`config.mk`:
```
export PLATFORM = sky130hd
export DESIGN_NAME = sensor_frame_receiver_top
export DESIGN_NICKNAME = d
export VERILOG_FILES = /design/src/rtl/core/sfr_pkg.sv /design/src/rtl/core/sensor_frame_receiver_top.sv /design/src/rtl/core/sfr_front.sv /design/src/rtl/core/sfr_queue.sv /design/src/rtl/core/sfr_back.sv
export SDC_FILE = /design/constraint.sdc
export NUM_CORES = 1
export LEC_CHECK = 0
export ABC_AREA = 1
export ABC_CLOCK_PERIOD_IN_PS = 8850
export BUFFER_PORTS_ARGS = -buffer_cell sky130_fd_sc_hd__buf_4
export CAP_MARGIN = 20
export CORE_ASPECT_RATIO = 0.6
export CORE_MARGIN = 2
export CORE_UTILIZATION = 40
export DETAILED_ROUTE_END_ITERATION = 6
export HOLD_SLACK_MARGIN = 0.03
export PLACE_DENSITY_LB_ADDON = 0.05
export SETUP_SLACK_MARGIN = 0.2
export SLEW_MARGIN = 20
export SYNTH_ARGS = -nofsm -noshare
export SYNTH_HDL_FRONTEND = slang
export SYNTH_SLANG_ARGS = --single-unit
```
`constraint.sdc`:
```
create_clock -name aclk -period 8.85 [get_ports aclk]
set_clock_uncertainty 0.1 [all_clocks]
set_input_delay 1.3275 -clock aclk [delete_from_list [all_inputs] [get_ports aclk]]
set_output_delay 1.3275 -clock aclk [all_outputs]
set_load 0.02 [all_outputs]
```
`src/rtl/core/sfr_pkg.sv`:
```
// sfr_pkg: shared types and constants for the sensor frame receiver
// no dependencies
`default_nettype none

package sfr_pkg;

    localparam logic [7:0]  WAKE_RESET   = 8'd85;
    localparam logic [7:0]  UPDATE_RESET = 8'd80;
    localparam logic [7:0]  REPLY_RESET  = 8'd81;
    localparam logic [15:0] ANGLE_LIMIT  = 16'd3600;
    localparam logic [2:0]  UPDATE_LEN   = 3'd6;
    localparam logic [2:0]  REPLY_LEN    = 3'd1;
    localparam int          QUEUE_DEPTH  = 2;

    typedef enum logic [1:0] {
        CFG_WAKE   = 2'd0,
        CFG_UPDATE = 2'd1,
        CFG_REPLY  = 2'd2
    } cfg_idx_t;

    typedef enum logic [1:0] {
        OP_UPDATE = 2'd0,
        OP_REPLY  = 2'd1,
        OP_CLEAR  = 2'd2
    } op_t;

    typedef enum logic {
        FRAME_UPDATE = 1'b0,
        FRAME_REPLY  = 1'b1
    } frame_t;

    // update data: x in [47:32], y in [31:16], angle in [15:0]
    // reply data: flag number in [7:0]; clear data: mask in [7:0]
    typedef struct packed {
        op_t         op;
        logic [47:0] data;
    } entry_t;

    typedef struct packed {
        logic       full;
        logic       empty;
        logic [1:0] count;
    } queue_status_t;

endpackage

`default_nettype wire

```
`src/rtl/core/sensor_frame_receiver_top.sv`:
```
// a completing byte is written into the queue, then the state update registers the result and raises m_tvalid
// throughput: 1 byte per cycle while s_tready is high, set by the two-entry queue and the output register
// a stalled result port fills the queue, then s_tready drops until space frees
// reset: aresetn synchronous active low, clears parser, queue and held state, restores codes
// sensor_frame_receiver_top: parser, queue and state update; depends on sfr_pkg,
// sfr_front, sfr_queue, sfr_back
`default_nettype none

module sensor_frame_receiver_top (
    input  wire logic        aclk,
    input  wire logic        aresetn,
    input  wire logic        s_tvalid,
    output logic             s_tready,
    input  wire logic [7:0]  s_tdata,   // byte_value
    input  wire logic        s_tuser,   // kind
    output logic             m_tvalid,
    input  wire logic        m_tready,
    output logic [63:0]      m_tdata,   // pos_x, pos_y, heading, position_valid, ack_flags
    output logic             m_tuser,   // frame_type
    input  wire logic        cfg_valid,
    output logic             cfg_ready,
    input  wire logic [1:0]  cfg_index,
    input  wire logic [7:0]  cfg_data
);

    sfr_pkg::entry_t        push_entry, head;
    sfr_pkg::queue_status_t q_status;
    logic                   push, pop, accept;

    assign cfg_ready = 1'b1;
    assign s_tready  = !q_status.full;
    assign accept    = s_tvalid && s_tready;

    sfr_front u_front (
        .aclk       (aclk),
        .aresetn    (aresetn),
        .cfg_valid  (cfg_valid),
        .cfg_index  (cfg_index),
        .cfg_data   (cfg_data),
        .accept     (accept),
        .in_kind    (s_tuser),
        .in_byte    (s_tdata),
        .push       (push),
        .push_entry (push_entry)
    );

    sfr_queue u_queue (
        .aclk       (aclk),
        .aresetn    (aresetn),
        .push       (push),
        .push_entry (push_entry),
        .pop        (pop),
        .head       (head),
        .status     (q_status)
    );

    sfr_back u_back (
        .aclk     (aclk),
        .aresetn  (aresetn),
        .head     (head),
        .q_empty  (q_status.empty),
        .pop      (pop),
        .m_tvalid (m_tvalid),
        .m_tready (m_tready),
        .m_tuser  (m_tuser),
        .m_tdata  (m_tdata)
    );

`ifndef ASSERT_OFF
    a_queue_bound: assert property (@(posedge aclk) disable iff (!aresetn)
        q_status.count <= 2'(sfr_pkg::QUEUE_DEPTH))
        else $error("queue count above depth");

    a_ready_full: assert property (@(posedge aclk) disable iff (!aresetn)
        !s_tready |-> q_status.full)
        else $error("input stalled with queue space left");

    a_valid_angle: assert property (@(posedge aclk) disable iff (!aresetn)
        (m_tvalid && m_tdata[48]) |-> (m_tdata[47:32] < sfr_pkg::ANGLE_LIMIT))
        else $error("valid position with out-of-range heading");

    a_push_room: assert property (@(posedge aclk) disable iff (!aresetn)
        push |-> !q_status.full)
        else $error("transaction pushed into full queue");
`endif

endmodule

`default_nettype wire

```
`src/rtl/core/sfr_front.sv`:
```
// sfr_front: config registers and frame parser, emits completed frames and clears
// depends on sfr_pkg
`default_nettype none

module sfr_front (
    input  wire logic              aclk,
    input  wire logic              aresetn,
    input  wire logic              cfg_valid,
    input  wire logic [1:0]        cfg_index,
    input  wire logic [7:0]        cfg_data,
    input  wire logic              accept,
    input  wire logic              in_kind,
    input  wire logic [7:0]        in_byte,
    output logic                   push,
    output sfr_pkg::entry_t        push_entry
);

    typedef enum logic [1:0] {
        WAIT_WAKE = 2'd0,
        GET_CMD   = 2'd1,
        GET_LEN   = 2'd2,
        GET_DATA  = 2'd3
    } phase_t;

    phase_t      phase_reg, phase_next;
    logic        cmd_reg, cmd_next;
    logic [2:0]  count_reg, count_next;
    logic [7:0]  wake_reg, update_reg, reply_reg;
    logic [7:0]  payload_reg [0:4];
    logic        pay_we;
    logic [2:0]  cur_len;
    logic [2:0]  count_inc;

    assign cur_len   = cmd_reg ? sfr_pkg::REPLY_LEN : sfr_pkg::UPDATE_LEN;
    assign count_inc = count_reg + 3'd1;

    always_comb begin
        phase_next      = phase_reg;
        cmd_next        = cmd_reg;
        count_next      = count_reg;
        pay_we          = 1'b0;
        push            = 1'b0;
        push_entry.op   = sfr_pkg::OP_CLEAR;
        push_entry.data = {40'd0, in_byte};
        if (accept) begin
            if (in_kind) begin
                push = 1'b1;
            end else begin
                unique case (phase_reg)
                    WAIT_WAKE: begin
                        if (in_byte == wake_reg) begin
                            phase_next = GET_CMD;
                            count_next = 3'd0;
                        end
                    end
                    GET_CMD: begin
                        if (in_byte == update_reg) begin
                            cmd_next   = 1'b0;
                            phase_next = GET_LEN;
                        end else if (in_byte == reply_reg) begin
                            cmd_next   = 1'b1;
                            phase_next = GET_LEN;
                        end else begin
                            phase_next = WAIT_WAKE;
                        end
                    end
                    GET_LEN: begin
                        phase_next = (in_byte == {5'd0, cur_len}) ? GET_DATA : WAIT_WAKE;
                        count_next = 3'd0;
                    end
                    GET_DATA: begin
                        pay_we     = (count_reg < 3'd5);
                        count_next = count_inc;
                        if (count_inc == cur_len) begin
                            phase_next = WAIT_WAKE;
                            count_next = 3'd0;
                            push       = 1'b1;
                            if (cmd_reg) begin
                                push_entry.op = sfr_pkg::OP_REPLY;
                            end else begin
                                push_entry.op   = sfr_pkg::OP_UPDATE;
                                push_entry.data = {payload_reg[0], payload_reg[1],
                                                   payload_reg[2], payload_reg[3],
                                                   payload_reg[4], in_byte};
                            end
                        end
                    end
                    default: phase_next = WAIT_WAKE;
                endcase
            end
        end
    end

    always_ff @(posedge aclk) begin
        if (!aresetn) begin
            phase_reg  <= WAIT_WAKE;
            cmd_reg    <= 1'b0;
            count_reg  <= 3'd0;
            wake_reg   <= sfr_pkg::WAKE_RESET;
            update_reg <= sfr_pkg::UPDATE_RESET;
            reply_reg  <= sfr_pkg::REPLY_RESET;
        end else begin
            phase_reg <= phase_next;
            cmd_reg   <= cmd_next;
            count_reg <= count_next;
            if (cfg_valid) begin
                unique case (sfr_pkg::cfg_idx_t'(cfg_index))
                    sfr_pkg::CFG_WAKE:   wake_reg   <= cfg_data;
                    sfr_pkg::CFG_UPDATE: update_reg <= cfg_data;
                    sfr_pkg::CFG_REPLY:  reply_reg  <= cfg_data;
                    default: ;
                endcase
            end
        end
    end

    always_ff @(posedge aclk) begin
        if (pay_we) begin
            payload_reg[count_reg] <= in_byte;
        end
    end

endmodule

`default_nettype wire

```
`src/rtl/core/sfr_queue.sv`:
```
// sfr_queue: two-entry queue between parser and state update
// depends on sfr_pkg
`default_nettype none

module sfr_queue (
    input  wire logic              aclk,
    input  wire logic              aresetn,
    input  wire logic              push,
    input  wire sfr_pkg::entry_t   push_entry,
    input  wire logic              pop,
    output sfr_pkg::entry_t        head,
    output sfr_pkg::queue_status_t status
);

    sfr_pkg::entry_t mem_reg [0:sfr_pkg::QUEUE_DEPTH-1];
    logic            wr_ptr_reg, rd_ptr_reg;
    logic [1:0]      count_reg, count_next;
    logic            do_push, do_pop;

    assign status.count = count_reg;
    assign status.full  = (count_reg == 2'(sfr_pkg::QUEUE_DEPTH));
    assign status.empty = (count_reg == 2'd0);
    assign do_push      = push && !status.full;
    assign do_pop       = pop && !status.empty;
    assign head         = mem_reg[rd_ptr_reg];

    always_comb begin
        count_next = count_reg;
        if (do_push && !do_pop) begin
            count_next = count_reg + 2'd1;
        end else if (do_pop && !do_push) begin
            count_next = count_reg - 2'd1;
        end
    end

    always_ff @(posedge aclk) begin
        if (!aresetn) begin
            wr_ptr_reg <= 1'b0;
            rd_ptr_reg <= 1'b0;
            count_reg  <= 2'd0;
        end else begin
            count_reg <= count_next;
            if (do_push) begin
                wr_ptr_reg <= ~wr_ptr_reg;
            end
            if (do_pop) begin
                rd_ptr_reg <= ~rd_ptr_reg;
            end
        end
    end

    always_ff @(posedge aclk) begin
        if (do_push) begin
            mem_reg[wr_ptr_reg] <= push_entry;
        end
    end

endmodule

`default_nettype wire

```
`src/rtl/core/sfr_back.sv`:
```
// sfr_back: held position and flag state, result output register
// depends on sfr_pkg
`default_nettype none

module sfr_back (
    input  wire logic              aclk,
    input  wire logic              aresetn,
    input  wire sfr_pkg::entry_t   head,
    input  wire logic              q_empty,
    output logic                   pop,
    output logic                   m_tvalid,
    input  wire logic              m_tready,
    output logic                   m_tuser,
    output logic [63:0]            m_tdata
);

    logic [15:0] x_reg, y_reg, angle_reg;
    logic [15:0] x_next, y_next, angle_next;
    logic        vmark_reg, vmark_next;
    logic [7:0]  flags_reg, flags_next;
    logic        ovalid_reg, otype_reg, otype_next;
    logic [63:0] odata_reg;
    logic        out_free, emit;

    assign out_free = !ovalid_reg || m_tready;

    always_comb begin
        x_next     = x_reg;
        y_next     = y_reg;
        angle_next = angle_reg;
        vmark_next = vmark_reg;
        flags_next = flags_reg;
        otype_next = sfr_pkg::FRAME_UPDATE;
        pop        = 1'b0;
        emit       = 1'b0;
        if (!q_empty) begin
            unique case (head.op)
                sfr_pkg::OP_CLEAR: begin
                    pop        = 1'b1;
                    flags_next = flags_reg & ~head.data[7:0];
                end
                sfr_pkg::OP_UPDATE: begin
                    if (out_free) begin
                        pop  = 1'b1;
                        emit = 1'b1;
                        if (head.data[15:0] < sfr_pkg::ANGLE_LIMIT) begin
                            x_next     = head.data[47:32];
                            y_next     = head.data[31:16];
                            angle_next = head.data[15:0];
                            vmark_next = 1'b1;
                        end else begin
                            vmark_next = 1'b0;
                        end
                    end
                end
                sfr_pkg::OP_REPLY: begin
                    if (out_free) begin
                        pop        = 1'b1;
                        emit       = 1'b1;
                        otype_next = sfr_pkg::FRAME_REPLY;
                        if (head.data[7:3] == 5'd0) begin
                            flags_next = flags_reg | (8'd1 << head.data[2:0]);
                        end
                    end
                end
                default: pop = 1'b1;
            endcase
        end
    end

    always_ff @(posedge aclk) begin
        if (!aresetn) begin
            x_reg      <= 16'd0;
            y_reg      <= 16'd0;
            angle_reg  <= 16'd0;
            vmark_reg  <= 1'b0;
            flags_reg  <= 8'd0;
            ovalid_reg <= 1'b0;
        end else begin
            x_reg     <= x_next;
            y_reg     <= y_next;
            angle_reg <= angle_next;
            vmark_reg <= vmark_next;
            flags_reg <= flags_next;
            if (emit) begin
                ovalid_reg <= 1'b1;
            end else if (m_tready) begin
                ovalid_reg <= 1'b0;
            end
        end
    end

    always_ff @(posedge aclk) begin
        if (emit) begin
            otype_reg <= otype_next;
            odata_reg <= {7'd0, flags_next, vmark_next, angle_next, y_next, x_next};
        end
    end

    assign m_tvalid = ovalid_reg;
    assign m_tuser  = otype_reg;
    assign m_tdata  = odata_reg;

endmodule

`default_nettype wire
```
Yosys cells after proc, flatten, opt, wreduce, memory -nomap -nowiden. Memories as Yosys holds them, arrays and structs flattened. A register that Yosys moved wholly into a read port is not among the register bits. Index checks and enable logic that the tools add are counted.

Shift-type cells: 1. Reductions and logical operators: 28. Order comparisons: 2. Multiplexer cells: 60. Add/subtract/negate cells: 3. Equality and inequality tests: 15. Bitwise logic cells: 7.

Operators by type and width (number): two-way mux 50 bit (4); two-way mux 16 bit (12); two-way mux 48 bit (1); two-way mux 1 bit (27); == test 8 bit (3); two-way mux 8 bit (3); < comparator 16 x 12 -> 1 bit, second input constant (1); case mux 8 bit (2 select lines) (1); two-way mux 2 bit (7); AND reduction 4 bit (3); == test 2 bit, second input constant (5); two-way mux 3 bit (3); case mux 3 bit (3 select lines) (1); AND 8 bit (1); == test 8 x 3 -> 1 bit (1); logical NOT 2 bit (4); inverter 8 bit (1); OR 8 bit (1); case mux 2 bit (4 select lines) (1); << shifter 1 x 3 -> 8 bit, first input constant (1); == test 2 x 1 -> 1 bit, second input constant (3); AND reduction 2 bit (3); nonzero test 2 bit (3); logical AND 1 bit (5); other kinds (12) (21).

Word-level logic and storage cells: 135. Output and inout port bits: 68. Register bits after elaboration: 150. Memories: 2. Bits in writable memories: 140. Input bits: 24.

Memories: u_queue.mem_reg (depth 2, width 50, rd ports 1, clocked after Yosys merged registers in 1, write ports 1, line sfr_queue.sv:15) `sfr_pkg::entry_t mem_reg [0:sfr_pkg::QUEUE_DEPTH-1];`; u_front.payload_reg (depth 5, width 8, rd ports 5, clocked after Yosys merged registers in 0, write ports 1, line sfr_front.sv:29) `logic [7:0] payload_reg [0:4];`.

Logic depth before layout (Yosys ltp). Gate-level depths: netlist of the first run.

Word-level depth: 11. Depth in mapped cells: 15. Mapped depth without buffers: 14.

Modules after synthesis. Synthesis of the first run repeated with hierarchy kept, for this count alone.

Cell total of the unflattened synthesis: 1151. Area, all modules: 12334.3 µm².

By module, submodules not included: sfr_back (area each 4855.9 µm², instances 1, cells each 559, sequential area each 2902.8 µm²); sfr_queue (area each 4110.2 µm², instances 1, cells each 194, sequential area each 3103.0 µm²); sfr_front (area each 3343.2 µm², instances 1, cells each 393, sequential area each 1801.7 µm²); sensor_frame_receiver_top (area each 25.0 µm², instances 1, cells each 5, sequential area each 0.0 µm²).

Worst setup path after synthesis of the first run. OpenSTA, ideal clock, no wires.

Kind: in2reg. Start: input port m_tready. End: register u_back.odata_reg[0] (netlist: u_back.m_tdata[0]), enable pin. Slack: 2.523 ns. Data arrival time: 5.680 ns. Library setup time: 0.548 ns. Cell stages on the path: 4. Required time: 8.202 ns. Path buffers: 0. Cell sequence: inv_1 > nand2_1 > inv_1 > nor3_1.

Longest elaborated chain between the ends: 4.

Ends and longest elaborated chain: from (decl) (line sensor_frame_receiver_top.sv:17) `input wire logic m_tready,`; logical OR 1 bit (line sfr_back.sv:25) `assign out_free = !ovalid_reg || m_tready;`; two-way mux 1 bit (line sfr_back.sv:43, sfr_back.sv:57); two-way mux 1 bit; two-way mux 1 bit (line sfr_back.sv:36) `if (!q_empty) begin`; named net u_back.emit (line sfr_back.sv:23) `logic out_free, emit;`; to (signal assigned) (line sfr_back.sv:96) `odata_reg <= {7'd0, flags_next, vmark_next, angle_next, y_next, x_next};`; to (decl) (line sfr_back.sv:22) `logic [63:0] odata_reg;`.

The timed path passes the listed nets, and every way through them passes these cells. A chain may end at the register's enable or synchronous reset.

==> out/results.ini, run 1 <==
[grt]
grt_max_degree = 60
overflow = 0
antenna_found_initial = 0
grt_use_total_pct = 15.8
grt_pass1_wl_um = 37800
grt_pass1_vias = 6932

[setup_path]
max_stage_delay_ns = 0.67
cp_max_fo = 49
endpoint_kind = flop
critPathBufInv = 4
worst_path_max_delay_cell = nand2_1
crit_type = reg -> reg
path_cells = buf_4, o21ai_0, ha_1, nand3_1, nor3_4, buf_4, nand2_1, buf_4, nand2_1, nand2_1, inv_1
crit_path_start_kind = flop
required_ns = 9.06
worstPathArrival_ns = 3.98
critPathTopFamily = buffers and inverters

[route]
drtIter0Drc = 455
post-route-drc-count = 0
drtPass1Iterations = 5
drtAntennaViolNets = 0
routed_wl_um = 23400
post_drt_wl_per_cell_um = 14.4
avgViaCountPerCell = 4.49
vias = 7302

[power_and_ir_drop]
p_leak_nw = 5.97
seq_power_share_pct = 49.2
powerDensity_mw_per_mm2 = 230
finalPower_mw = 3.10
internal_power_mw = 2.30
clock_power_share_pct = 37.3
sw_frac_of_total_pct = 25.9
p_comb_share_pct = 13.4
peakVddDrop_uv = 122
switchingPower_mw = 0.804

[placement]
gp_congestion = 0.774
dpl.hpwl_um = 14700
pre_cts_ws_ns = 4.73
port_buffers = 83
place_inst = 1574

[final_layout]
syn_to_final_growth_pct = 16.2
largest_reg_flops = 100
drive_gt1_share_pct = 11.5
fillers = 2662
diodes = 0
finalNetCount = 1258
instances_no_fill = 1626

[logic_synthesis]
yosys.area.top_type = edfxtp_1
synth.top_cells.by_area = edfxtp_1, dfxtp_1, nand2_1
synth_top_cell_area_share_pct = 51.2
synth_area_mm2 = 0.0116
synthDistinctLibCells = 28
ys_warn_count = 0
synthCells = 1141
synth_edf_count = 198
ys_seq_elements = 291
ys.flop_type = edfxtp_1
synth.most_common_cell = nand2_1
synthArstFlopShare_pct = 0
ys_seq_area_share_pct = 67.2
syn_area_per_cell_um2 = 10.2
synth_common_cells = nand2_1, inv_1, edfxtp_1, nor2_1, dfxtp_1

[clocking]
h-tree-depth = 1
cts_root_buffer = clkbuf_16
post-cts-setup-buffers = 0
clk_path_buf_depth = 3
cts_hold_buf = 0
numCtsBuffers = 28
cts_resized = 0
clkSinkCount = 291
insertion_delay_ns = 0.55
clk_pin_slew_ns = 0.06
cts_tree = done

[floorplanning]
initial_core_util_pct = 40.6
num_rows = 48
design.portCount = 92
die_w_um = 224
design.die.area_mm2 = 0.0305
die_h_um = 136
core-area_mm2 = 0.0286

[timing]
min_period_over_period_pct = 42.6
worst_pin_slew_ns = 0.910
fin_ws_ns = 5.08
maxSlewViolCount = 0
fmax_mhz = 265
finalHoldViolations = 0
period_needed_ns = 3.77
relSlewSlack_pct = 39.0
setup-tns-final_ns = 0
setup_viol = 0
rsz0062_at_grt = false

[worst_hold_path]
holdCritPathClass = reg -> reg

[outcome]
outcome = completed

[run]
maxCapViolations = 0

-- layout make-up --
class	instances	area, um^2	share of cell area [%]
Timing Repair Buffer	94	706	5.23
Sequential cell	291	7810	57.8
Multi-Input combinational cell	607	2860	21.2
Inverter	207	777	5.75
Tap cell	375	469	3.47
Clock inverter	12	77.6	0.574
Clock buffer	40	807	5.98
-- through the flow --
stage	instance area [um^2]	hold slack, ns	utilization [%]
after global routing	13500	0.362	47.1
after floorplan	11600	0.321	-
final	13500	0.342	47.1
after CTS	13500	0.343	47.1
after global placement	12600	0.330	44.0
after detailed placement	12600	0.333	44.0
-- power groups by stage --
stage                     clock [mW]  combinational, mW  sequential (mW)
after floorplan                    0              0.275             1.58
after global placement             0              0.424             1.56
after detailed placement           0              0.425             1.56
after CTS                       1.19              0.426             1.53
after global routing            1.25              0.469             1.53
final                           1.16              0.417             1.53
-- layer usage --
layer	wire length, um	up-vias	global-route usage [%]	share of wire, %
li1	-	3790	-	-
met1	12400	3368	24.2	53
met2	9590	112	23.4	41
met3	955	32	2.92	4.1
met4	425	0	3.30	1.8
met5	0	-	0	0
-- final timing paths --
check / startpoint / end / slack, ns / depth (start not counted)
min reg2reg: u_back.angle_reg[15] / u_back.angle_reg[15] / 0.34 / 2
max: flop / u_back.m_tdata[26] / 5.08 / 11
min: u_back.angle_reg[15] / u_back.angle_reg[15] / 0.34 / 2
max reg2reg: flop / u_back.m_tdata[26] / 5.08 / 11
-- logic make-up (layout without fill, tap and decap cells) --
| logic type | count (synthesis) | count (layout) | synth area share, % |
|---|---|---|---|
| other | 2 | 8 | 0.0646 |
| XOR/XNOR | 12 | 12 | 0.905 |
| AND/OR/NAND/NOR | 494 | 494 | 17.3 |
| adder cells (fa/ha/maj) | 5 | 5 | 0.538 |
| AO/OA/AOI/OAI | 55 | 55 | 2.54 |
| multiplexers | 33 | 33 | 2.84 |
| buffers and inverters | 249 | 353 | 8.62 |
| flip-flops | 291 | 291 | 67.2 |
-- cell usage in the layout, fill, tap and decap left out, types with 8 or more instances in the layout --
| cell | n |
|---|---|
| nor3_1 | 12 |
| nand3_1 | 50 |
| mux2i_1 | 33 |
| nand2_1 | 253 |
| buf_4 | 94 |
| a21oi_1 | 19 |
| nor2_1 | 152 |
| inv_1 | 204 |
| xnor2_1 | 12 |
| clkbuf_16 | 29 |
| nand4_1 | 10 |
| clkinv_1 | 8 |
| conb_1 | 8 |
| dfxtp_1 | 92 |
| o21ai_0 | 28 |
| edfxtp_1 | 198 |
-- worst reg2reg max path, delay by kind of cell (launching register included) --
family,cells,cell delay (ns)
adders and majority gates,1,0.30
and+or+nand+nor,5,1.09
buffers and inverters,4,1.35
AOI/OAI and AO/OA,1,0.37
DFF,1,0.33
Note: power is estimated with default switching activity, not from simulation.
==> run 2, diff against run 1 <==
ABC_CLOCK_PERIOD_IN_PS = 3700   (was 8850)
clock period = 3.7 ns   (was 8.85 ns; I/O delays follow)
==> run 2 against run 1 <==
First-iteration DRC count shrank 5.3%. Non-clock buffer count grew 4. Fmax grew 32%. Global-route usage shrank 0.11 points. Setup slack lost 4.2 ns. Clock power grew 140%. Count of clock-buffer cells in the layout grew 2. Die area is the same. Largest cell class unchanged. Highest routed layer unchanged.
==> out/results.ini, run 2 (synthesized netlist as in run 1, its figures left out) <==
[floorplanning]
design.die.area_mm2 = 0.0305  ; unchanged
num_rows = 48  ; unchanged
design.portCount = 92  ; unchanged
core-area_mm2 = 0.0286  ; unchanged
die_h_um = 136  ; unchanged
die_w_um = 224  ; unchanged
initial_core_util_pct = 40.6  ; unchanged

[route]
avgViaCountPerCell = 4.54  ; +1.0%
drtPass1Iterations = 5  ; unchanged
vias = 7395  ; +1.3%
drtIter0Drc = 431  ; -5.3%
routed_wl_um = 23500  ; +0.46%
post-route-drc-count = 0  ; unchanged
drtAntennaViolNets = 0  ; unchanged
post_drt_wl_per_cell_um = 14.4  ; +0.21%

[placement]
place_inst = 1578  ; +0.25%
dpl.hpwl_um = 14900  ; +1.7%
gp_congestion = 0.769  ; -0.72%
pre_cts_ws_ns = 0.854  ; -3.88 ns
place_area_mm2 = 0.0127  ; +0.33%
port_buffers = 83  ; unchanged

[grt]
met1_usage_pct = 23.7  ; -0.49 points
grt_pass1_vias = 6976  ; +0.63%
gr-usage-met3_pct = 2.74  ; -0.17 points
grt_max_degree = 59  ; -1.7%
busiest_layer = met1
antenna_found_initial = 1  ; +1
met2_usage_pct = 23.5  ; +0.14 points
overflow = 0  ; unchanged
grt_use_total_pct = 15.7  ; -0.11 points
grt_pass1_wl_um = 37600  ; -0.40%

[clocking]
insertion_delay_ns = 0.54  ; about the same
h-tree-depth = 1  ; unchanged
numCtsBuffers = 28  ; unchanged
cts_hold_buf = 0  ; unchanged
clk_pin_slew_ns = 0.07  ; about the same
clk_path_buf_depth = 3  ; unchanged
cts_root_buffer = clkbuf_16
cts_tree = done
clkSinkCount = 291  ; unchanged
post-cts-setup-buffers = 0  ; unchanged
cts_resized = 0  ; unchanged

[timing]
rsz0062_at_grt = false
period_needed_ns = 2.85  ; -0.916 ns
min_period_over_period_pct = 77.0  ; +34 points
relSlewSlack_pct = 39.7  ; +0.65 points
maxSlewViolCount = 0  ; unchanged
finalHoldViolations = 0  ; unchanged
setup_viol = 0  ; unchanged
worst_pin_slew_ns = 0.900  ; -0.00965 ns
fin_ws_ns = 0.849  ; -4.23 ns
fmax_mhz = 351  ; +32%
hold_slack_ns = 0.137  ; -0.205 ns
setup-tns-final_ns = 0  ; unchanged

[final_layout]
diodes = 0  ; unchanged
multi_input_comb_area_mm2 = 0.00286  ; about the same
syn_to_final_growth_pct = 16.7
final_common_cell = nand2_1
largest_reg_flops = 100  ; unchanged
finalNetCount = 1262  ; +0.32%
final_cell_mix = nand2_1, inv_1, edfxtp_1, nor2_1, buf_4
instances_no_fill = 1630  ; +0.25%
register_area_mm2 = 0.00781  ; unchanged
fillers = 2688  ; +0.98%
final_core_util_pct = 47.3  ; +0.19 points
final_cell_area_mm2 = 0.0136  ; +0.40%
drive_gt1_share_pct = 11.7  ; +0.20 points

[setup_path]
crit_type = reg -> reg
cp_max_fo = 16  ; -67%
endpoint_kind = flop
worstPathArrival_ns = 3.18  ; -0.80 ns
required_ns = 4.03  ; -5.03 ns
crit_path_start_kind = flop

[outcome]
outcome = completed

[run]
maxCapViolations = 0  ; unchanged

[power_and_ir_drop]
sw_frac_of_total_pct = 25.7  ; -0.20 points
seq_power_share_pct = 48.9  ; -0.3 points
peakVddDrop_uv = 302  ; +150%
switchingPower_mw = 1.92  ; +140%
powerDensity_mw_per_mm2 = 551  ; +140%
finalPower_mw = 7.47  ; +140%
clock_power_share_pct = 37.7  ; +0.4 points
p_leak_nw = 6.00  ; +0.47%
internal_power_mw = 5.55  ; +140%
p_comb_share_pct = 13.4  ; about the same

[worst_hold_path]
holdCritPathClass = in -> reg
hp-start = cfg_data[6]

==> run 2: final cells by class <==
class / instances / share of cell area, %
Clock buffer: 42 / 5.86
Clock inverter: 10 / 0.757
Inverter: 207 / 5.73
Multi-Input combinational cell: 607 / 21.1
Sequential cell: 291 / 57.6
Tap cell: 375 / 3.46
Timing Repair Buffer: 98 / 5.52
==> run 2: per-layer routing <==
metal / routed length (um) / up-vias
li1: - / 3799
met1: 12500 / 3436
met2: 9640 / 123
met3: 987 / 37
met4: 414 / 0
met5: 0 / -
==> run 2: worst max-delay path: stages (launching register included) <==
cell and delay, ns:
dfxtp_2 0.35, inv_2 0.13, or2_2 0.30, o21ai_0 0.15, inv_1 0.09, ha_1 0.24, nor2_1 0.22, inv_1 0.06
a21oi_1 0.25, inv_1 0.08, ha_1 0.32, a21oi_1 0.12, o21ai_0 0.11, o21ai_0 0.16, a21oi_1 0.06
==> run 2: worst paths after layout <==
| kind | slack (ns) | cells past startpoint | endpoint |
|---|---|---|---|
| setup reg to reg | 0.85 | 14 | u_queue.count_reg[1] |
| setup / recovery | 0.85 | 14 | u_queue.count_reg[1] |
| hold reg to reg | 0.34 | 2 | u_back.angle_reg[14] |
| hold / removal | 0.14 | 3 | u_front.update_reg[6] |
==> run 2: power groups by stage <==
stage	logic [mW]	clock network (mW)	registers, mW
floorplan	0.665	0	3.76
global placement	1.02	0	3.73
detailed placement	1.02	0	3.73
CTS	1.02	2.90	3.66
global route	1.12	3.03	3.66
finish	1.00	2.81	3.65
==> run 3, diff against run 2 <==
ABC_CLOCK_PERIOD_IN_PS = 2500   (was 3700)
clock period = 2.5 ns   (was 3.7 ns; I/O delays follow)
==> run 3 against run 2 <==
Worst hold slack lost 0.086 ns. Clock power is 58% higher. Utilization up 2.2 points. Fmax increased by 29%. Critical path depth unchanged. Die area unchanged. Final cell count increased by 1.8%. Final area rose by 4.6%. Combinational power is 79% higher. Register-to-register slack worse by 0.57 ns. Critical path type unchanged.
==> out/results.ini, run 3 (synthesized netlist as in run 1, its figures left out) <==
[power_and_ir_drop]
powerDensity_mw_per_mm2 = 821  ; +49%
p_leak_nw = 6.23  ; +3.9%
finalPower_mw = 11.6  ; +56%
peakVddDrop_uv = 411  ; +36%

[setup_path]
cp_max_fo = 5  ; -11
crit_type = reg -> reg
endpoint_kind = flop
path_cells = inv_2, or2_4, o21ai_4, inv_2, ha_4, nor2_4, inv_2, a21oi_4, inv_2, ha_4, a21oi_2, o21ai_1, o21ai_1, a21oi_1
critPathBufInv = 4  ; unchanged
worstPathArrival_ns = 2.55  ; -0.63 ns
critPathTopFamily = compound AO/OA/AOI/OAI gates
max_stage_delay_ns = 0.38  ; +0.03 ns
crit_top_cell = inv_2
worst_path_max_delay_cell = dfxtp_4
crit_path_start_kind = flop
required_ns = 2.83  ; -1.20 ns

[route]
post-route-drc-count = 0  ; unchanged
drtAntennaViolNets = 0  ; unchanged
routed_wl_um = 24800  ; +5.5%
drtIter0Drc = 515  ; +19%
drtPass1Iterations = 5  ; unchanged
avgViaCountPerCell = 4.49  ; -0.98%
post_drt_wl_per_cell_um = 15.0  ; +3.7%
vias = 7453  ; +0.78%

[grt]
grt_use_total_pct = 16.4  ; +0.72 points
grt_pass1_vias = 6962  ; -0.20%
overflow = 0  ; unchanged
grt_pass1_wl_um = 38900  ; +3.3%
antenna_found_initial = 0  ; -1
grt_max_degree = 60  ; +1.7%

[floorplanning]
initial_core_util_pct = 40.6  ; unchanged
design.portCount = 92  ; unchanged
die_h_um = 136  ; unchanged
num_rows = 48  ; unchanged
core-area_mm2 = 0.0286  ; unchanged
design.die.area_mm2 = 0.0305  ; unchanged
die_w_um = 224  ; unchanged

[final_layout]
drive_gt1_share_pct = 15.3  ; +3.6 points
largest_reg_flops = 100  ; unchanged
final_common_cell = nand2_1
diodes = 0  ; unchanged
syn_to_final_growth_pct = 22.1
final_core_util_pct = 49.5  ; +2.2 points
fillers = 2661  ; -1.0%
finalNetCount = 1292  ; +2.4%
final_cell_mix = nand2_1, inv_1, edfxtp_1, nor2_1, buf_4

[timing]
finalHoldViolations = 0  ; unchanged
maxSlewViolCount = 0  ; unchanged
fmax_mhz = 451  ; +29%
hold_slack_ns = 0.0504  ; -0.0864 ns
setup_viol = 0  ; unchanged
min_period_over_period_pct = 88.7  ; +12 points
period_needed_ns = 2.22  ; -0.633 ns
relSlewSlack_pct = 54.9  ; +15 points
rsz0062_at_grt = true
worst_pin_slew_ns = 0.676  ; -0.223 ns

[clocking]
clk_pin_slew_ns = 0.06  ; about the same
cts_root_buffer = clkbuf_16
clk_path_buf_depth = 3  ; unchanged
h-tree-depth = 1  ; unchanged
insertion_delay_ns = 0.55  ; about the same
clkSinkCount = 291  ; unchanged
numCtsBuffers = 28  ; unchanged
cts_tree = done

[placement]
port_buffers = 83  ; unchanged
dpl.hpwl_um = 15700  ; +5.4%
gp_congestion = 0.794  ; +3.3%

[worst_hold_path]
holdCritPathClass = in -> reg

[outcome]
outcome = completed

[run]
maxCapViolations = 0  ; unchanged

## run 3: report_power, final
group          total, mW  switching [mW]  internal [mW]
sequential          5.42          0.0752           5.34
clock               4.43            1.81           2.62
combinational       1.79            1.14          0.650
total               11.6            3.02           8.62
## run 3: metal layers
metal / routed length, um / vias to the layer above / part of all wire (%) / GRT usage (%)
met4: 372 / 0 / 1.5 / 3.33
met5: 0 / - / 0 / 0
met3: 1200 / 29 / 4.8 / 3.11
met1: 13300 / 3409 / 54 / 25.9
li1: - / 3874 / - / -
met2: 9970 / 141 / 40 / 23.4
## run 3: path summary, 6_finish.rpt
check	from	endpoint	slack, ns	depth (start not counted)
worst max-delay path	flop	u_queue.count_reg[1]	0.28	14
worst min-delay path	s_tuser	u_front.cmd_reg	0.05	4
worst min register to register	u_back.angle_reg[13]	u_back.angle_reg[13]	0.35	2
worst max register to register	flop	u_queue.count_reg[1]	0.28	14
## run 3: final cells by class
type / instances / area, um^2 / share of cell area (%)
inverters: 207 / 781 / 5.51
clock buffers: 38 / 790 / 5.57
repair buffers: 128 / 1150 / 8.13
clock inverters: 13 / 171 / 1.21
multi-input cells: 607 / 3000 / 21.1
flip-flops and latches: 291 / 7820 / 55.1
well taps: 375 / 469 / 3.31
## run 3: worst min-delay path: cells and delay by family
kind / cells / cell delay (ns)
AOI/OAI and AO/OA: 1 / 0.05
buffers and inverters: 1 / 0.10
and+or+nand+nor: 2 / 0.13
## run 3: stage by stage
step           instances  setup TNS [ns]  instance area (um^2)  worst slack (ns)
2_1_floorplan       1147          -35.13                 11800            -0.553
3_3_place_gp        1589               0                 12900             0.159
3_5_place_dp        1589               0                 12900             0.123
4_1_cts             1648               0                 14000             0.171
5_1_grt             1659               0                 14200             0.157
6_report            1659               0                 14200             0.283
## run 3: repair_timing
action	4_1_cts	5_1_grt
hold buffers	8	0
setup buffers	0	9
pin swaps	0	7
cloned	0	2
endpoints found under the setup margin	77	224
hold endpoints to repair	22	0
gates resized for setup	3	21
